<file path="config.mk">
export PLATFORM = sky130hd
export DESIGN_NAME = yaw_pitch_look_direction_top_flat
export DESIGN_NICKNAME = d
export VERILOG_FILES = /design/src/hw/rtl/ypld_pkg.sv /design/src/hw/rtl/ypld_if.sv /design/src/hw/rtl/ypld_front.sv /design/src/hw/rtl/ypld_queue.sv /design/src/hw/rtl/ypld_cordic.sv /design/src/hw/rtl/ypld_back.sv /design/src/hw/rtl/yaw_pitch_look_direction_top.sv /design/src/flat_wrapper.sv
export VERILOG_INCLUDE_DIRS = /design/src /design/src/hw/rtl
export SDC_FILE = /design/constraint.sdc
export NUM_CORES = 2
export LEC_CHECK = 0
export ABC_AREA = 1
export BUFFER_PORTS_ARGS = -buffer_cell sky130_fd_sc_hd__buf_2
export CAP_MARGIN = 0
export CELL_PAD_IN_SITES_DETAIL_PLACEMENT = 1
export CELL_PAD_IN_SITES_GLOBAL_PLACEMENT = 1
export CORE_MARGIN = 10
export CORE_UTILIZATION = 35
export DETAILED_ROUTE_END_ITERATION = 7
export GPL_TIMING_DRIVEN = 1
export PLACE_DENSITY_LB_ADDON = 0.25
export SYNTH_ARGS = -nofsm -noshare
export SYNTH_HDL_FRONTEND = slang
export SYNTH_SLANG_ARGS = --single-unit
</file>
<file path="constraint.sdc">
create_clock -name clock -period 7.8 [get_ports clock]
set_input_delay 0 -clock clock [delete_from_list [all_inputs] [get_ports clock]]
set_output_delay 0 -clock clock [all_outputs]
set_load 0.02 [all_outputs]
</file>
<file path="src/hw/rtl/assert_macros.svh">
// Assertion macros used by the top level of the look-direction block.
`ifndef ASSERT_MACROS_SVH
`define ASSERT_MACROS_SVH

`ifndef SYNTHESIS
// Check that a property holds at every clock edge outside reset.
`define ASSERT_PROP(label, clk, rst, prop, msg) \
   label: assert property (@(posedge clk) disable iff (rst) (prop)) else $error(msg);
// Check that a condition never occurs outside reset.
`define ASSERT_NEVER(label, clk, rst, expr, msg) \
   label: assert property (@(posedge clk) disable iff (rst) !(expr)) else $error(msg);
`else
`define ASSERT_PROP(label, clk, rst, prop, msg)
`define ASSERT_NEVER(label, clk, rst, expr, msg)
`endif

`endif

</file>
<file path="src/hw/rtl/ypld_pkg.sv">
// Package with types, constants and helper functions of the look-direction block.
`timescale 1ns / 1ps
`default_nettype none

package ypld_pkg;

   // Sizing
   localparam int CORDIC_STEPS = 16;
   localparam int POS_BITS     = 16;
   localparam int CORDIC_ITERS = (CORDIC_STEPS > 24) ? 24 : CORDIC_STEPS;
   localparam int ITER_W       = $clog2(CORDIC_ITERS);
   localparam int POS_USE      = (POS_BITS < 16) ? POS_BITS : 16;

   // Field and datapath widths
   localparam int CMD_W   = 2;
   localparam int VAL_W   = 16;
   localparam int GAIN_W  = 16;
   localparam int YAW_W   = 15;
   localparam int PITCH_W = 14;
   localparam int DIR_W   = 16;
   localparam int OFS_W   = 15;
   localparam int OPD_W   = 17;
   localparam int MUL_W   = 34;
   localparam int SUM_W   = 16;
   localparam int ZW      = 25;
   localparam int XYW     = 33;
   localparam int CSR_IDX_W = 2;
   localparam int CSR_DAT_W = 16;

   // Angle constants in 1/64 degree
   localparam int ANG_HALF    = 11520;
   localparam int ANG_FULL    = 23040;
   localparam int ANG_QUARTER = 5760;
   localparam int PITCH_LIM   = 5696;
   localparam int Q15_MAX     = 32767;
   localparam int CORDIC_K    = 652032874;

   // Offset rounding
   localparam int CURSOR_RND   = 32;
   localparam int CURSOR_SHIFT = 6;
   localparam int STICK_RND    = 16384;
   localparam int STICK_SHIFT  = 15;

   // Reset values
   localparam int CURSOR_GAIN_RST = 410;
   localparam int STICK_GAIN_RST  = 4096;
   localparam int YAW_RST         = -5760;
   localparam int PITCH_RST       = 0;

   // Queue sizing
   localparam int QUEUE_DEPTH = 2;
   localparam int QPTR_W      = $clog2(QUEUE_DEPTH);
   localparam int QCNT_W      = $clog2(QUEUE_DEPTH + 1);

   // Arctangent table sizing
   localparam int ATAN_DEPTH = 24;
   localparam int ATAN_IDX_W = $clog2(ATAN_DEPTH);

   // atan(2^-i) in 1/65536 degree
   localparam logic [21:0] ATAN_TABLE [ATAN_DEPTH] = '{
      22'd2949120, 22'd1740967, 22'd919879, 22'd466945, 22'd234379, 22'd117304,
      22'd58666, 22'd29335, 22'd14668, 22'd7334, 22'd3667, 22'd1833,
      22'd917, 22'd458, 22'd229, 22'd115, 22'd57, 22'd29,
      22'd14, 22'd7, 22'd4, 22'd2, 22'd1, 22'd0
   };

   typedef enum logic [CMD_W-1:0] {
      CMD_CURSOR   = 2'd0,
      CMD_STICK    = 2'd1,
      CMD_SET_LAST = 2'd2,
      CMD_REFRESH  = 2'd3
   } cmd_type;

   typedef enum logic [CSR_IDX_W-1:0] {
      CSR_CURSOR_GAIN = 2'd0,
      CSR_STICK_GAIN  = 2'd1,
      CSR_START_YAW   = 2'd2,
      CSR_START_PITCH = 2'd3
   } csr_idx_type;

   typedef enum logic [1:0] {
      OP_CURSOR,
      OP_STICK,
      OP_HOLD
   } op_type;

   // Classified work item handed from front to back
   typedef struct packed {
      op_type                   op;
      logic signed [OPD_W-1:0]  opd_x;
      logic signed [OPD_W-1:0]  opd_y;
   } work_type;

   typedef struct packed {
      logic push;
      logic pop;
      logic full;
      logic empty;
   } q_stat_type;

   typedef struct packed {
      logic busy;
      logic done;
   } cord_stat_type;

   typedef struct packed {
      logic [GAIN_W-1:0]         cursor_gain;
      logic [GAIN_W-1:0]         stick_gain;
      logic                      load_yaw;
      logic                      load_pitch;
      logic signed [YAW_W-1:0]   start_yaw;
      logic signed [PITCH_W-1:0] start_pitch;
   } cfg_type;

   // Round a Q2.30 value to Q1.15, ties up, and clamp to +-32767
   function automatic logic signed [DIR_W-1:0] round_q15(input logic signed [XYW-1:0] v);
      logic signed [XYW:0]    sum;
      logic signed [XYW-15:0] shr;
      sum = (XYW+1)'(v) + (XYW+1)'(STICK_RND);
      shr = sum[XYW:15];
      if (shr > Q15_MAX) begin
         return DIR_W'(Q15_MAX);
      end else if (shr < -Q15_MAX) begin
         return DIR_W'(-Q15_MAX);
      end else begin
         return shr[DIR_W-1:0];
      end
   endfunction

endpackage

`default_nettype wire

</file>
<file path="src/hw/rtl/ypld_if.sv">
// Channel interfaces of the look-direction block: command, result and register write.
`timescale 1ns / 1ps
`default_nettype none

interface ypld_req_if import ypld_pkg::*; ();
   logic                    valid;
   logic                    ready;
   logic [CMD_W-1:0]        cmd;
   logic signed [VAL_W-1:0] x_value;
   logic signed [VAL_W-1:0] y_value;

   modport source(output valid, output cmd, output x_value, output y_value, input ready);
   modport sink(input valid, input cmd, input x_value, input y_value, output ready);
endinterface

interface ypld_rsp_if import ypld_pkg::*; ();
   logic                      valid;
   logic                      ready;
   logic signed [YAW_W-1:0]   yaw_out;
   logic signed [PITCH_W-1:0] pitch_out;
   logic signed [DIR_W-1:0]   dir_x;
   logic signed [DIR_W-1:0]   dir_y;
   logic signed [DIR_W-1:0]   dir_z;

   modport source(output valid, output yaw_out, output pitch_out, output dir_x,
                  output dir_y, output dir_z, input ready);
   modport sink(input valid, input yaw_out, input pitch_out, input dir_x,
                input dir_y, input dir_z, output ready);
endinterface

interface ypld_csr_if import ypld_pkg::*; ();
   logic                 valid;
   logic                 ready;
   logic [CSR_IDX_W-1:0] index;
   logic [CSR_DAT_W-1:0] data;

   modport source(output valid, output index, output data, input ready);
   modport sink(input valid, input index, input data, output ready);
endinterface

`default_nettype wire

</file>
<file path="src/hw/rtl/ypld_front.sv">
// Front end: accepts commands, tracks the cursor position and classifies work items.
`timescale 1ns / 1ps
`default_nettype none

module ypld_front import ypld_pkg::*; (
   input  logic     clock,
   input  logic     reset,
   ypld_req_if.sink req,
   input  logic     q_full,
   output logic     push,
   output work_type push_data
);

   logic signed [VAL_W-1:0] last_x_ff, last_x_in;
   logic signed [VAL_W-1:0] last_y_ff, last_y_in;
   logic                    first_ff, first_in;
   logic signed [VAL_W-1:0] pos_x, pos_y, base_x, base_y;
   logic                    accept;

   // Reduce a raw value to the configured position width
   function automatic logic signed [VAL_W-1:0] to_pos(input logic signed [VAL_W-1:0] v);
      logic signed [VAL_W-1:0] t;
      t = v <<< (VAL_W - POS_USE);
      return t >>> (VAL_W - POS_USE);
   endfunction

   assign req.ready = !q_full;
   assign accept    = req.valid && !q_full;
   assign push      = accept;

   // Positions and deltas; the first move measures from itself
   always_comb begin
      pos_x  = to_pos(req.x_value);
      pos_y  = to_pos(req.y_value);
      base_x = first_ff ? pos_x : last_x_ff;
      base_y = first_ff ? pos_y : last_y_ff;
   end

   // Classify the transaction and update the cursor tracking state
   always_comb begin
      last_x_in       = last_x_ff;
      last_y_in       = last_y_ff;
      first_in        = first_ff;
      push_data.op    = OP_HOLD;
      push_data.opd_x = '0;
      push_data.opd_y = '0;
      unique case (cmd_type'(req.cmd))
         CMD_CURSOR: begin
            push_data.op    = OP_CURSOR;
            push_data.opd_x = OPD_W'(pos_x) - OPD_W'(base_x);
            push_data.opd_y = OPD_W'(base_y) - OPD_W'(pos_y);
            last_x_in       = pos_x;
            last_y_in       = pos_y;
            first_in        = 1'b0;
         end
         CMD_STICK: begin
            push_data.op    = OP_STICK;
            push_data.opd_x = OPD_W'(req.x_value);
            push_data.opd_y = -OPD_W'(req.y_value);
         end
         CMD_SET_LAST: begin
            last_x_in = pos_x;
            last_y_in = pos_y;
         end
         CMD_REFRESH: begin
            push_data.op = OP_HOLD;
         end
         default: begin
            push_data.op = OP_HOLD;
         end
      endcase
   end

   always_ff @(posedge clock) begin
      if (reset) begin
         last_x_ff <= '0;
         last_y_ff <= '0;
         first_ff  <= 1'b1;
      end else if (accept) begin
         last_x_ff <= last_x_in;
         last_y_ff <= last_y_in;
         first_ff  <= first_in;
      end
   end

endmodule

`default_nettype wire

</file>
<file path="src/hw/rtl/ypld_queue.sv">
// Short queue of classified work items between front and back end.
`timescale 1ns / 1ps
`default_nettype none

module ypld_queue import ypld_pkg::*; (
   input  logic       clock,
   input  logic       reset,
   input  logic       push,
   input  work_type   push_data,
   input  logic       pop,
   output work_type   pop_data,
   output q_stat_type stat
);

   work_type            entry_ff [QUEUE_DEPTH];
   logic [QPTR_W-1:0]   wr_ptr_ff, rd_ptr_ff;
   logic [QCNT_W-1:0]   count_ff;
   logic                do_push, do_pop;

   function automatic logic [QPTR_W-1:0] next_ptr(input logic [QPTR_W-1:0] p);
      return (p == QPTR_W'(QUEUE_DEPTH - 1)) ? '0 : p + 1'b1;
   endfunction

   assign stat.push  = push;
   assign stat.pop   = pop;
   assign stat.full  = (count_ff == QCNT_W'(QUEUE_DEPTH));
   assign stat.empty = (count_ff == '0);
   assign do_push    = push && !stat.full;
   assign do_pop     = pop && !stat.empty;
   assign pop_data   = entry_ff[rd_ptr_ff];

   // Store payload
   always_ff @(posedge clock) begin
      if (do_push) begin
         entry_ff[wr_ptr_ff] <= push_data;
      end
   end

   // Advance pointers and fill count
   always_ff @(posedge clock) begin
      if (reset) begin
         wr_ptr_ff <= '0;
         rd_ptr_ff <= '0;
         count_ff  <= '0;
      end else begin
         if (do_push) begin
            wr_ptr_ff <= next_ptr(wr_ptr_ff);
         end
         if (do_pop) begin
            rd_ptr_ff <= next_ptr(rd_ptr_ff);
         end
         if (do_push && !do_pop) begin
            count_ff <= count_ff + 1'b1;
         end else if (do_pop && !do_push) begin
            count_ff <= count_ff - 1'b1;
         end
      end
   end

endmodule

`default_nettype wire

</file>
<file path="src/hw/rtl/ypld_cordic.sv">
// Iterative CORDIC unit: cosine and sine of an angle in 1/64 degree, Q1.15 results.
`timescale 1ns / 1ps
`default_nettype none

module ypld_cordic import ypld_pkg::*; (
   input  logic                    clock,
   input  logic                    reset,
   input  logic                    start,
   input  logic signed [YAW_W-1:0] angle,
   output cord_stat_type           stat,
   output logic signed [DIR_W-1:0] cos_q15,
   output logic signed [DIR_W-1:0] sin_q15
);

   typedef enum logic [1:0] {
      CS_IDLE,
      CS_RUN,
      CS_ROUND
   } cord_state_type;

   localparam logic [ITER_W-1:0] ITER_LAST = ITER_W'(CORDIC_ITERS - 1);

   cord_state_type          state_ff;
   logic signed [XYW-1:0]   x_ff, y_ff, x_in, y_in;
   logic signed [ZW-1:0]    z_ff, z_in, z_start, atan_val;
   logic [ITER_W-1:0]       cnt_ff;
   logic [ATAN_IDX_W-1:0]   atan_idx;
   logic                    flip_ff, flip_start, done_ff;
   logic signed [SUM_W-1:0] a_wide, a_red, a_quad;
   logic signed [XYW-1:0]   x_shr, y_shr;
   logic signed [DIR_W-1:0] cos_ff, sin_ff;

   assign stat.busy = (state_ff != CS_IDLE);
   assign stat.done = done_ff;
   assign cos_q15   = cos_ff;
   assign sin_q15   = sin_ff;

   // Fold the angle into one turn and then into the right half plane
   always_comb begin
      a_wide     = SUM_W'(angle);
      flip_start = 1'b0;
      if (a_wide > ANG_HALF) begin
         a_red = a_wide - SUM_W'(ANG_FULL);
      end else if (a_wide < -ANG_HALF) begin
         a_red = a_wide + SUM_W'(ANG_FULL);
      end else begin
         a_red = a_wide;
      end
      if (a_red > ANG_QUARTER) begin
         a_quad     = a_red - SUM_W'(ANG_HALF);
         flip_start = 1'b1;
      end else if (a_red < -ANG_QUARTER) begin
         a_quad     = a_red + SUM_W'(ANG_HALF);
         flip_start = 1'b1;
      end else begin
         a_quad = a_red;
      end
      z_start = ZW'(a_quad) <<< 10;
   end

   // One micro-rotation
   always_comb begin
      x_shr    = x_ff >>> cnt_ff;
      y_shr    = y_ff >>> cnt_ff;
      atan_idx = ATAN_IDX_W'(cnt_ff);
      atan_val = $signed(ZW'(ATAN_TABLE[atan_idx]));
      if (!z_ff[ZW-1]) begin
         x_in = x_ff - y_shr;
         y_in = y_ff + x_shr;
         z_in = z_ff - atan_val;
      end else begin
         x_in = x_ff + y_shr;
         y_in = y_ff - x_shr;
         z_in = z_ff + atan_val;
      end
   end

   always_ff @(posedge clock) begin
      if (reset) begin
         state_ff <= CS_IDLE;
         done_ff  <= 1'b0;
         cnt_ff   <= '0;
      end else begin
         done_ff <= 1'b0;
         unique case (state_ff)
            CS_IDLE: begin
               if (start) begin
                  x_ff     <= XYW'(CORDIC_K);
                  y_ff     <= '0;
                  z_ff     <= z_start;
                  flip_ff  <= flip_start;
                  cnt_ff   <= '0;
                  state_ff <= CS_RUN;
               end
            end
            CS_RUN: begin
               x_ff   <= x_in;
               y_ff   <= y_in;
               z_ff   <= z_in;
               cnt_ff <= cnt_ff + 1'b1;
               if (cnt_ff == ITER_LAST) begin
                  state_ff <= CS_ROUND;
               end
            end
            CS_ROUND: begin
               cos_ff   <= round_q15(flip_ff ? -x_ff : x_ff);
               sin_ff   <= round_q15(flip_ff ? -y_ff : y_ff);
               done_ff  <= 1'b1;
               state_ff <= CS_IDLE;
            end
            default: begin
               state_ff <= CS_IDLE;
            end
         endcase
      end
   end

endmodule

`default_nettype wire

</file>
<file path="src/hw/rtl/ypld_back.sv">
// Back end: scales offsets, updates yaw and pitch, sequences the CORDIC and drives results.
`timescale 1ns / 1ps
`default_nettype none

module ypld_back import ypld_pkg::*; (
   input  logic                    clock,
   input  logic                    reset,
   input  cfg_type                 cfg,
   input  work_type                pop_data,
   input  logic                    q_empty,
   output logic                    pop,
   output logic                    cord_start,
   output logic signed [YAW_W-1:0] cord_angle,
   input  cord_stat_type           cord_stat,
   input  logic signed [DIR_W-1:0] cord_cos,
   input  logic signed [DIR_W-1:0] cord_sin,
   ypld_rsp_if.source              rsp
);

   typedef enum logic [3:0] {
      ST_IDLE,
      ST_MUL_X,
      ST_MUL_Y,
      ST_SCALE_Y,
      ST_APPLY,
      ST_YAW,
      ST_PITCH,
      ST_PROD_X,
      ST_PROD_Z,
      ST_FINISH
   } back_state_type;

   back_state_type            state_ff;
   work_type                  work_ff;
   logic signed [MUL_W-1:0]   prod_ff, prod_in;
   logic signed [OFS_W-1:0]   ofs_x_ff, ofs_y_ff;
   logic signed [YAW_W-1:0]   yaw_ff;
   logic signed [PITCH_W-1:0] pitch_ff;
   logic signed [DIR_W-1:0]   cy_ff, sy_ff, dir_x_ff, dir_z_ff;
   logic                      start_ff;
   logic                      rsp_valid_ff;
   logic signed [YAW_W-1:0]   rsp_yaw_ff;
   logic signed [PITCH_W-1:0] rsp_pitch_ff;
   logic signed [DIR_W-1:0]   rsp_dx_ff, rsp_dy_ff, rsp_dz_ff;
   logic [GAIN_W-1:0]         gain;
   logic signed [OPD_W-1:0]   opd;
   logic signed [SUM_W-1:0]   yaw_sum, pitch_sum;
   logic signed [YAW_W-1:0]   yaw_in;
   logic signed [PITCH_W-1:0] pitch_in;
   logic signed [2*DIR_W-1:0] dir_prod;
   logic                      out_free;

   // Round a scaled offset and saturate it to half a turn
   function automatic logic signed [OFS_W-1:0] scale_offset(
      input logic signed [MUL_W-1:0] prod, input op_type op);
      logic signed [MUL_W-1:0] rnd;
      if (op == OP_CURSOR) begin
         rnd = (prod + MUL_W'(CURSOR_RND)) >>> CURSOR_SHIFT;
      end else begin
         rnd = (prod + MUL_W'(STICK_RND)) >>> STICK_SHIFT;
      end
      if (rnd > ANG_HALF) begin
         return OFS_W'(ANG_HALF);
      end else if (rnd < -ANG_HALF) begin
         return OFS_W'(-ANG_HALF);
      end else begin
         return rnd[OFS_W-1:0];
      end
   endfunction

   assign pop        = (state_ff == ST_IDLE) && !q_empty;
   assign cord_start = start_ff;
   assign cord_angle = (state_ff == ST_YAW) ? yaw_ff : YAW_W'(pitch_ff);
   assign out_free   = !rsp_valid_ff || rsp.ready;

   assign rsp.valid     = rsp_valid_ff;
   assign rsp.yaw_out   = rsp_yaw_ff;
   assign rsp.pitch_out = rsp_pitch_ff;
   assign rsp.dir_x     = rsp_dx_ff;
   assign rsp.dir_y     = rsp_dy_ff;
   assign rsp.dir_z     = rsp_dz_ff;

   // Shared offset multiplier
   always_comb begin
      gain    = (work_ff.op == OP_CURSOR) ? cfg.cursor_gain : cfg.stick_gain;
      opd     = (state_ff == ST_MUL_X) ? work_ff.opd_x : work_ff.opd_y;
      prod_in = MUL_W'(opd) * MUL_W'($signed({1'b0, gain}));
   end

   // Yaw wraps once, pitch clamps
   always_comb begin
      yaw_sum   = SUM_W'(yaw_ff) + SUM_W'(ofs_x_ff);
      pitch_sum = SUM_W'(pitch_ff) + SUM_W'(ofs_y_ff);
      if (yaw_sum > ANG_HALF) begin
         yaw_in = YAW_W'(yaw_sum - SUM_W'(ANG_FULL));
      end else if (yaw_sum < -ANG_HALF) begin
         yaw_in = YAW_W'(yaw_sum + SUM_W'(ANG_FULL));
      end else begin
         yaw_in = yaw_sum[YAW_W-1:0];
      end
      if (pitch_sum > PITCH_LIM) begin
         pitch_in = PITCH_W'(PITCH_LIM);
      end else if (pitch_sum < -PITCH_LIM) begin
         pitch_in = PITCH_W'(-PITCH_LIM);
      end else begin
         pitch_in = pitch_sum[PITCH_W-1:0];
      end
   end

   // Direction product: cos(yaw) or sin(yaw) times cos(pitch)
   always_comb begin
      dir_prod = ((state_ff == ST_PROD_X) ? cy_ff : sy_ff) * cord_cos;
   end

   // Sequencer with angle state and output register
   always_ff @(posedge clock) begin
      if (reset) begin
         state_ff     <= ST_IDLE;
         start_ff     <= 1'b0;
         rsp_valid_ff <= 1'b0;
         yaw_ff       <= YAW_W'(YAW_RST);
         pitch_ff     <= PITCH_W'(PITCH_RST);
      end else begin
         start_ff <= 1'b0;
         if (rsp_valid_ff && rsp.ready) begin
            rsp_valid_ff <= 1'b0;
         end
         unique case (state_ff)
            ST_IDLE: begin
               if (!q_empty) begin
                  work_ff <= pop_data;
                  if (pop_data.op == OP_HOLD) begin
                     start_ff <= 1'b1;
                     state_ff <= ST_YAW;
                  end else begin
                     state_ff <= ST_MUL_X;
                  end
               end
            end
            ST_MUL_X: begin
               prod_ff  <= prod_in;
               state_ff <= ST_MUL_Y;
            end
            ST_MUL_Y: begin
               ofs_x_ff <= scale_offset(prod_ff, work_ff.op);
               prod_ff  <= prod_in;
               state_ff <= ST_SCALE_Y;
            end
            ST_SCALE_Y: begin
               ofs_y_ff <= scale_offset(prod_ff, work_ff.op);
               state_ff <= ST_APPLY;
            end
            ST_APPLY: begin
               yaw_ff   <= yaw_in;
               pitch_ff <= pitch_in;
               start_ff <= 1'b1;
               state_ff <= ST_YAW;
            end
            ST_YAW: begin
               if (cord_stat.done) begin
                  cy_ff    <= cord_cos;
                  sy_ff    <= cord_sin;
                  start_ff <= 1'b1;
                  state_ff <= ST_PITCH;
               end
            end
            ST_PITCH: begin
               if (cord_stat.done) begin
                  state_ff <= ST_PROD_X;
               end
            end
            ST_PROD_X: begin
               dir_x_ff <= round_q15(XYW'(dir_prod));
               state_ff <= ST_PROD_Z;
            end
            ST_PROD_Z: begin
               dir_z_ff <= round_q15(XYW'(dir_prod));
               state_ff <= ST_FINISH;
            end
            ST_FINISH: begin
               if (out_free) begin
                  rsp_valid_ff <= 1'b1;
                  rsp_yaw_ff   <= yaw_ff;
                  rsp_pitch_ff <= pitch_ff;
                  rsp_dx_ff    <= dir_x_ff;
                  rsp_dy_ff    <= cord_sin;
                  rsp_dz_ff    <= dir_z_ff;
                  state_ff     <= ST_IDLE;
               end
            end
            default: begin
               state_ff <= ST_IDLE;
            end
         endcase
         // Load start angles from register writes
         if (cfg.load_yaw) begin
            yaw_ff <= cfg.start_yaw;
         end
         if (cfg.load_pitch) begin
            pitch_ff <= cfg.start_pitch;
         end
      end
   end

endmodule

`default_nettype wire

</file>
<file path="src/hw/rtl/yaw_pitch_look_direction_top.sv">
// Top level of the look-direction block: register file, front, queue, back and CORDIC.
//
//   port      dir    role
//   req_bus   sink   command transaction: cmd, x_value, y_value
//   rsp_bus   source result transaction: yaw_out, pitch_out, dir_x, dir_y, dir_z
//   csr_bus   sink   register write transaction: index, data
//
// Each command runs the one CORDIC unit in the back end, for yaw then pitch; cursor and
// joystick moves first pass through the multiply, scale and apply states.
// The front accepts a transaction per cycle while the two-entry queue has room.
// A finished result waits in the output register; the back end stalls only then.
// Reset is synchronous and needs no clearing pass; register writes complete at once.
`timescale 1ns / 1ps
`default_nettype none
`include "assert_macros.svh"

module yaw_pitch_look_direction_top import ypld_pkg::*; (
   input  logic       clock,
   input  logic       reset,
   ypld_req_if.sink   req_bus,
   ypld_rsp_if.source rsp_bus,
   ypld_csr_if.sink   csr_bus
);

   logic [GAIN_W-1:0]       cursor_gain_ff, stick_gain_ff;
   logic                    csr_write;
   cfg_type                 cfg;
   logic                    push, pop;
   work_type                push_data, pop_data;
   q_stat_type              q_stat;
   logic                    cord_start;
   logic signed [YAW_W-1:0] cord_angle;
   cord_stat_type           cord_stat;
   logic signed [DIR_W-1:0] cord_cos, cord_sin;

   assign csr_bus.ready = 1'b1;
   assign csr_write     = csr_bus.valid;

   // Decode register writes
   always_comb begin
      cfg.cursor_gain = cursor_gain_ff;
      cfg.stick_gain  = stick_gain_ff;
      cfg.load_yaw    = 1'b0;
      cfg.load_pitch  = 1'b0;
      cfg.start_yaw   = csr_bus.data[YAW_W-1:0];
      cfg.start_pitch = csr_bus.data[PITCH_W-1:0];
      if (csr_write) begin
         unique case (csr_idx_type'(csr_bus.index))
            CSR_CURSOR_GAIN: cfg.load_yaw = 1'b0;
            CSR_STICK_GAIN:  cfg.load_yaw = 1'b0;
            CSR_START_YAW:   cfg.load_yaw = 1'b1;
            CSR_START_PITCH: cfg.load_pitch = 1'b1;
            default:         cfg.load_yaw = 1'b0;
         endcase
      end
   end

   // Hold gain registers
   always_ff @(posedge clock) begin
      if (reset) begin
         cursor_gain_ff <= GAIN_W'(CURSOR_GAIN_RST);
         stick_gain_ff  <= GAIN_W'(STICK_GAIN_RST);
      end else if (csr_write) begin
         if (csr_idx_type'(csr_bus.index) == CSR_CURSOR_GAIN) begin
            cursor_gain_ff <= csr_bus.data;
         end
         if (csr_idx_type'(csr_bus.index) == CSR_STICK_GAIN) begin
            stick_gain_ff <= csr_bus.data;
         end
      end
   end

   ypld_front u_front (
      .clock     (clock),
      .reset     (reset),
      .req       (req_bus),
      .q_full    (q_stat.full),
      .push      (push),
      .push_data (push_data)
   );

   ypld_queue u_queue (
      .clock     (clock),
      .reset     (reset),
      .push      (push),
      .push_data (push_data),
      .pop       (pop),
      .pop_data  (pop_data),
      .stat      (q_stat)
   );

   ypld_cordic u_cordic (
      .clock   (clock),
      .reset   (reset),
      .start   (cord_start),
      .angle   (cord_angle),
      .stat    (cord_stat),
      .cos_q15 (cord_cos),
      .sin_q15 (cord_sin)
   );

   ypld_back u_back (
      .clock      (clock),
      .reset      (reset),
      .cfg        (cfg),
      .pop_data   (pop_data),
      .q_empty    (q_stat.empty),
      .pop        (pop),
      .cord_start (cord_start),
      .cord_angle (cord_angle),
      .cord_stat  (cord_stat),
      .cord_cos   (cord_cos),
      .cord_sin   (cord_sin),
      .rsp        (rsp_bus)
   );

   // Checks on queue and CORDIC sequencing
   `ASSERT_NEVER(a_queue_no_overflow, clock, reset, q_stat.push && q_stat.full, "push into full queue")
   `ASSERT_NEVER(a_queue_no_underflow, clock, reset, q_stat.pop && q_stat.empty, "pop from empty queue")
   `ASSERT_NEVER(a_cordic_no_restart, clock, reset, cord_start && cord_stat.busy, "CORDIC started while busy")
   `ASSERT_PROP(a_cordic_done_idle, clock, reset, cord_stat.done |-> !cord_stat.busy, "CORDIC done while busy")

endmodule

`default_nettype wire

</file>
<file path="src/flat_wrapper.sv">
// flat-port wrapper written by rule: the top's interface ports become plain ports
module yaw_pitch_look_direction_top_flat import ypld_pkg::*;
  (clock, reset, req_bus_valid, req_bus_cmd, req_bus_x_value, req_bus_y_value, req_bus_ready, rsp_bus_valid, rsp_bus_yaw_out, rsp_bus_pitch_out, rsp_bus_dir_x, rsp_bus_dir_y, rsp_bus_dir_z, rsp_bus_ready, csr_bus_valid, csr_bus_index, csr_bus_data, csr_bus_ready);
  ypld_req_if req_bus_i ();
  ypld_rsp_if rsp_bus_i ();
  ypld_csr_if csr_bus_i ();
  input  logic clock;
  input  logic reset;
  input wire logic [$bits(req_bus_i.valid)-1:0] req_bus_valid;
  input wire logic [$bits(req_bus_i.cmd)-1:0] req_bus_cmd;
  input wire logic [$bits(req_bus_i.x_value)-1:0] req_bus_x_value;
  input wire logic [$bits(req_bus_i.y_value)-1:0] req_bus_y_value;
  output wire logic [$bits(req_bus_i.ready)-1:0] req_bus_ready;
  output wire logic [$bits(rsp_bus_i.valid)-1:0] rsp_bus_valid;
  output wire logic [$bits(rsp_bus_i.yaw_out)-1:0] rsp_bus_yaw_out;
  output wire logic [$bits(rsp_bus_i.pitch_out)-1:0] rsp_bus_pitch_out;
  output wire logic [$bits(rsp_bus_i.dir_x)-1:0] rsp_bus_dir_x;
  output wire logic [$bits(rsp_bus_i.dir_y)-1:0] rsp_bus_dir_y;
  output wire logic [$bits(rsp_bus_i.dir_z)-1:0] rsp_bus_dir_z;
  input wire logic [$bits(rsp_bus_i.ready)-1:0] rsp_bus_ready;
  input wire logic [$bits(csr_bus_i.valid)-1:0] csr_bus_valid;
  input wire logic [$bits(csr_bus_i.index)-1:0] csr_bus_index;
  input wire logic [$bits(csr_bus_i.data)-1:0] csr_bus_data;
  output wire logic [$bits(csr_bus_i.ready)-1:0] csr_bus_ready;
  assign req_bus_i.valid = req_bus_valid;
  assign req_bus_i.cmd = req_bus_cmd;
  assign req_bus_i.x_value = req_bus_x_value;
  assign req_bus_i.y_value = req_bus_y_value;
  assign req_bus_ready = req_bus_i.ready;
  assign rsp_bus_valid = rsp_bus_i.valid;
  assign rsp_bus_yaw_out = rsp_bus_i.yaw_out;
  assign rsp_bus_pitch_out = rsp_bus_i.pitch_out;
  assign rsp_bus_dir_x = rsp_bus_i.dir_x;
  assign rsp_bus_dir_y = rsp_bus_i.dir_y;
  assign rsp_bus_dir_z = rsp_bus_i.dir_z;
  assign rsp_bus_i.ready = rsp_bus_ready;
  assign csr_bus_i.valid = csr_bus_valid;
  assign csr_bus_i.index = csr_bus_index;
  assign csr_bus_i.data = csr_bus_data;
  assign csr_bus_ready = csr_bus_i.ready;
  yaw_pitch_look_direction_top u_core (.clock(clock), .reset(reset), .req_bus(req_bus_i), .rsp_bus(rsp_bus_i), .csr_bus(csr_bus_i));
endmodule
</file>
* Yosys cells after proc, flatten, opt, wreduce, memory -nomap -nowiden *
Memory sizes are Yosys's and may differ from the RTL's. A register that Yosys moved wholly into a read port is not among the register bits.
Index checks and enable logic that the tools add are counted.

cells by class
  add/sub/neg operators = 29
  $mul = 2
  $lt $le $gt $ge = 19
  eq/ne operators = 25
  shift operators = 2
  multiplexer cells = 75
  bitwise operators = 3
  reductions and logical operators = 47

operator list
  cell                                                   number
  two-way mux 33 bit                                     6
  two-way mux 34 bit                                     5
  two-way mux 16 bit                                     9
  two-way mux 15 bit                                     9
  case mux 33 bit (2 select lines)                       2
  adder 33 x 16 -> 34 bit (second input constant)        2
  > comparator 34 x 15 -> 1 bit (second input constant)  2
  < comparator 34 x 15 -> 1 bit (second input constant)  2
  case mux 34 bit (2 select lines)                       1
  adder 33 bit                                           2
  negation 33 bit                                        2
  >>> shifter 33 x 4 -> 33 bit                           2
  subtractor 33 bit                                      2
  two-way mux 14 bit                                     4
  two-way mux 25 bit                                     2
  case mux 25 bit (2 select lines)                       1
  two-way mux 22 bit                                     2
  case mux 4 bit (10 select lines)                       1
  > comparator 19 x 16 -> 1 bit (second input constant)  2
  < comparator 19 x 16 -> 1 bit (second input constant)  2
  adder 34 x 16 -> 34 bit (second input constant)        1
  adder 34 x 7 -> 34 bit (second input constant)         1
  multiplier 17 x 17 -> 34 bit                           1
  subtractor 16 x 16 -> 17 bit                           2
  53 further kinds                                       137

storage, ports and cells
  flip-flop bits (word level) = 476
  bits in writable memories = 72
  bits in read-only memories = 704
  input bits = 57
  word-level logic and storage cells = 245
  memories = 2

memories
  name                     words  width  read ports  clocked after Yosys merged registers in  write ports  RTL line           text
  (name not given)         32     22     1           0                                        0            ypld_cordic.sv:66  atan_val = $signed(ZW'(ATAN_TABLE[atan_idx]));
  u_core.u_queue.entry_ff  2      36     1           1                                        1            ypld_queue.sv:15   work_type entry_ff [QUEUE_DEPTH];

* Depth between registers and ports, before layout *
  depth in word-level cells = 10
  depth in mapped cells = 47
  mapped depth without buffers = 45

* Cells and area by module *
A second synthesis with hierarchy kept.

unflattened totals
  cell total of the unflattened synthesis = 8007
  area, all modules = 60630.6 um^2

by module, submodules not included
  module                        instances  cells each  area an instance (um^2)  seq. area each (um^2)
  ypld_back                     1          3867        33465.8                  7787.5
  ypld_cordic                   1          3003        18561.6                  3863.7
  ypld_front                    1          784         4205.3                   660.6
  ypld_queue                    1          151         3016.6                   2262.2
  yaw_pitch_look_direction_top  1          202         1381.3                   640.6

* Worst setup path after synthesis *
Ideal clock, no wire load.

  path kind = register to register
  from = register u_core.u_back.work_ff[35] in the netlist's numbering
  to = register u_core.u_back.prod_ff[30], data pin
  setup time = 0.262 ns
  arrival = 7.244 ns
  data required time = 7.538 ns
  path slack = 0.294 ns
  cell stages (with the launch flop) = 31
  buffers on the path = 4
  clock period less this slack = 7.506 ns
  cells stage by stage = edfxtp_1 -> nor2_1 -> clkbuf_1 -> buf_1 -> buf_1 -> nand2_1 -> o21ai_1 -> clkbuf_1 -> nand2_1 -> fa_1 -> inv_1 -> fa_1 -> inv_1 -> fa_1 -> inv_1 -> fa_1 -> inv_1 -> fa_1 -> inv_1 -> fa_1 -> ha_1 -> a21oi_1 -> o21ai_0 -> a21oi_1 -> o21bai_1 -> a21boi_0 -> o21ai_0 -> a21oi_1 -> o21ai_0 -> a21oi_1 -> xor2_1

on the way
  longest elaborated chain between the ends = 3

ends and longest elaborated chain
  element                        RTL line          text
  from (decl)                    ypld_back.sv:34   work_type work_ff;
  from (signal assigned)         ypld_back.sv:131  work_ff <= pop_data;
  logical NOT 2 bit              ypld_back.sv:85   gain = (work_ff.op == OP_CURSOR) ? cfg.cursor_gain : cfg.stick_gain;
  two-way mux 16 bit             ypld_back.sv:85
  multiplier 17 x 17 -> 34 bit   ypld_back.sv:87   prod_in = MUL_W'(opd) * MUL_W'($signed({1'b0, gain}));
  net u_core.u_back.prod_in[30]  ypld_back.sv:35   logic signed [MUL_W-1:0] prod_ff, prod_in;
  to (signal assigned)           ypld_back.sv:141  prod_ff <= prod_in;
  to (signal assigned)           ypld_back.sv:146  prod_ff <= prod_in;
  to (decl)                      ypld_back.sv:35

The timed path passes the listed nets, and every way through them passes these cells.
A chain may end at the register's enable or synchronous reset.

* Worst setup path in the final report *
  from = register u_core.u_back.state_ff[2]
  to = register u_core.u_back.dir_x_ff[0], data pin

on the way
  longest elaborated chain between the ends = 7
  elaborated cells on any way between the ends = 8
  classes of those cells = add/sub: 1; mul: 1; order compare: 2; eq/ne: 1; mux: 3

ends and longest elaborated chain
  element                           RTL line          text
  from (decl)                       ypld_back.sv:33   back_state_type state_ff;
  from (signal assigned)            ypld_back.sv:118  state_ff <= ST_IDLE;
  from (signal assigned)            ypld_back.sv:134  state_ff <= ST_YAW;
  from (signal assigned)            ypld_back.sv:136  state_ff <= ST_MUL_X;
  == test 4 x 3 -> 1 bit (*)        ypld_back.sv:112  dir_prod = ((state_ff == ST_PROD_X) ? cy_ff : sy_ff) * cord_cos;
  two-way mux 32 bit (*)            ypld_back.sv:112
  multiplier 32 x 16 -> 32 bit (*)  ypld_back.sv:112
  adder 32 x 16 -> 33 bit (*)       ypld_pkg.sv:119   sum = (XYW+1)'(v) + (XYW+1)'(STICK_RND);
  < comparator 18 x 16 -> 1 bit     ypld_pkg.sv:123   end else if (shr < -Q15_MAX) begin
  two-way mux 16 bit                ypld_pkg.sv:123
  two-way mux 16 bit (*)            ypld_pkg.sv:121   if (shr > Q15_MAX) begin
  to (signal assigned)              ypld_back.sv:173  dir_x_ff <= round_q15(XYW'(dir_prod));
  to (decl)                         ypld_back.sv:39   logic signed [DIR_W-1:0] cy_ff, sy_ff, dir_x_ff, dir_z_ff;

Every way passes the cells marked *; elsewhere a longest branch is shown, timed or not.

==> impl_metrics.toml <==
[yosys]
synthSimpleGateAreaFrac_pct = 19.89
async_flop_share_pct = 0
ys_warn_count = 0
synth_area_um2 = 57490
synth_compound_area_share_pct = 11.62
ys_ff_latch = 544
post_synth_mux_area_share_pct = 1.434
synthTopCellsByArea = "edfxtp_1, fa_1, nand2_1"
synth_top_area_cell = "edfxtp_1"
ys.flop_type = "edfxtp_1"
synth_commonest_cells = "nand2_1, inv_1, nor2_1, fa_1, o21ai_0"
synth_top_area_share_pct = 22.57
synth_cells = 7305
syn_area_per_cell_um2 = 7.870
synth_nets = 8248
yosysSeqAreaShare_pct = 26.47
synthAdderAreaFrac_pct = 26.41
synth_edf_count = 432
post-synth-top-count-cell = "nand2_1"
ys_types = 74
synth_top_family_by_area = "adder cells"
synth-xor-area-share_pct = 3.791

[detailed_routing]
viasPerCell = 5.102
drt_iter0_markers = 2704
wl_met2_um = 104300
firstDrtPassIters = 5
drtAntennaViolNets = 0
wirelength_um = 204800
wl_met1_um = 85310
wl_met3_um = 7134
top_layer = "met5"
route.detailed.drc = 0
wl_per_cell_um = 20.57
vias = 50790

[cts]
cts-root-buf = "clkbuf_16"
cts_buffers = 69
clock-sinks = 544
max-clock-path-buffers = 3
clk_pin_slew_ns = 0.06
cts_tree = "yes"
htreeDepth = 3
clkLatencyLatePin_ns = 0.68

[floorplan]
row_count = 148
die_area_um2 = 180900
initial_utilization_pct = 35.28
die_w_um = 425.3
die_h_um = 425.3
core_area_um2 = 163000
io_pins = 137

[worst_setup_path]
cp_common_cell = "fa_1"
worstPathRequired_ns = 8.19
start_kind = "register"
cp_max_fo = 15
crit_type = "reg2reg"
critPathBufInv = 9
critPathMaxStageDelay_ns = 0.62
crit_family = "adder cells"
cpMaxStageDelayCell = "fa_2"
end_kind = "register"
cp.arrival_ns = 7.89

[run]
maxCapViolations = 0

[timing]
fin_setup_tns_ns = 0
report.final.setup_viol = 0
worst_clock_skew_ns = 0.04358
layout_setup_ws_ns = 0.3031
fmax_mhz = 133.4
maxSlewHeadroom_pct = 25.66
final_hold_viol_count = 0
slew_viol_final = 0
fin_crit_ns = 7.497
period_share_pct = 96.11
worstMarginPinSlew_ns = 1.112

[global_route]
grt_pass1_wl_um = 318400
grt_pass1_vias = 55250
globalRouteTotalUtil_pct = 22.32
antenna_found_initial = 10
overflow = 0
grt_max_degree = 70

[place]
port_buffers = 135
place_congestion = 0.9322
place_area_um2 = 62220
post-place-ws_ns = -0.3297
place_hpwl_um = 168100

[final_layout]
final_area_um2 = 67050
nNetsFinal = 8668
register_area_um2 = 15230
layout-drive-gt1-share_pct = 12.28
synthToLayoutAreaGrowth_pct = 16.63
multi_input_area_um2 = 37480
fillers = 19790

[outcome]
status = "complete, no violations"

[hold_path]
hp-class = "in2reg"
## per-layer routing
metal / vias up / global-route usage, %
met5: - / 0
met4: 2 / 8.092
met3: 317 / 1.938
met2: 916 / 40.86
met1: 25410 / 27.09
li1: 24150 / -
## sequential cells by signal, indices dropped and copies added, names as in the netlist, 25 cells and up, named ones only
signal,cells
u_core.u_back.work_ff,36
u_core.u_cordic.z_ff,25
u_core.u_cordic.x_ff,33
u_core.u_cordic.y_ff,33
u_core.u_back.prod_ff,29
u_core.u_queue.entry_ff,72
## through the flow
| stage | utilization [%] | cells | hold slack, ns |
|---|---|---|---|
| 6_report | 41.14 | 9956 | 0.2306 |
| 5_1_grt | 41.14 | 9955 | 0.2261 |
| 4_1_cts | 40.33 | 9924 | 0.1723 |
| 3_5_place_dp | 38.18 | 9690 | 0.2517 |
| 3_3_place_gp | 38.18 | 9690 | 0.2478 |
| 2_1_floorplan | - | 7305 | 0.1263 |
## kinds of logic after synthesis
| kind of cell | count (synthesis) |
|---|---|
| DFF | 544 |
| buffers and inverters | 1554 |
| xor gates and xnor gates | 248 |
| other | 1 |
| AOI/OAI and AO/OA | 1207 |
| muxes | 78 |
| and+or+nand+nor | 2787 |
| adders and majority gates | 886 |
## layout by cell type, fill, tap and decap left out, types with 134 or more instances in the layout
cell type and n:
nand2_1 1535, xor2_1 175, o21ai_0 494, ha_1 318, fa_1 537, nand3_1 214
buf_4 274, inv_1 1309, a21oi_1 384, edfxtp_1 432, nor2_1 652, buf_2 134
## layout make-up
class                      instances  share of cell area [%]
multi-input combinational       5212                   55.91
tap                             2175                   4.059
clock buffer                      88                   2.796
sequential                       544                   22.72
timing repair buffer             533                   6.110
inverter                        1365                   7.690
clock inverter                    38                  0.7166
antenna                            1                0.003732
## worst min-delay path, cell delays in order
cell and delay (ns):
dlygate4sd3_1 0.54, buf_2 0.18, inv_1 0.08, a21oi_1 0.06
## worst paths after layout
path	startpoint	endpoint	slack [ns]	cells past startpoint
min	csr_bus_data[6]	u_core.stick_gain_ff[6]	0.23	4
min reg2reg	u_core.u_back.dir_x_ff[11]	u_core.u_back.rsp.dir_x[11]	0.42	0
max	u_core.u_back.state_ff[2]	u_core.u_back.dir_x_ff[0]	0.30	32
max reg2reg	u_core.u_back.state_ff[2]	u_core.u_back.dir_x_ff[0]	0.30	32
## repair_timing
item                                    4_1_cts  5_1_grt
endpoints found under the setup margin       31       42
setup buffers                                 7       25
hold endpoints to repair                    165        0
hold buffers                                101        0
gates cloned                                  0        6
gates resized for setup                      26      294
pin swaps                                     2       91
Power is not shown: default switching activity piles up to over one toggle a cycle in this logic, so the estimate is an artifact.
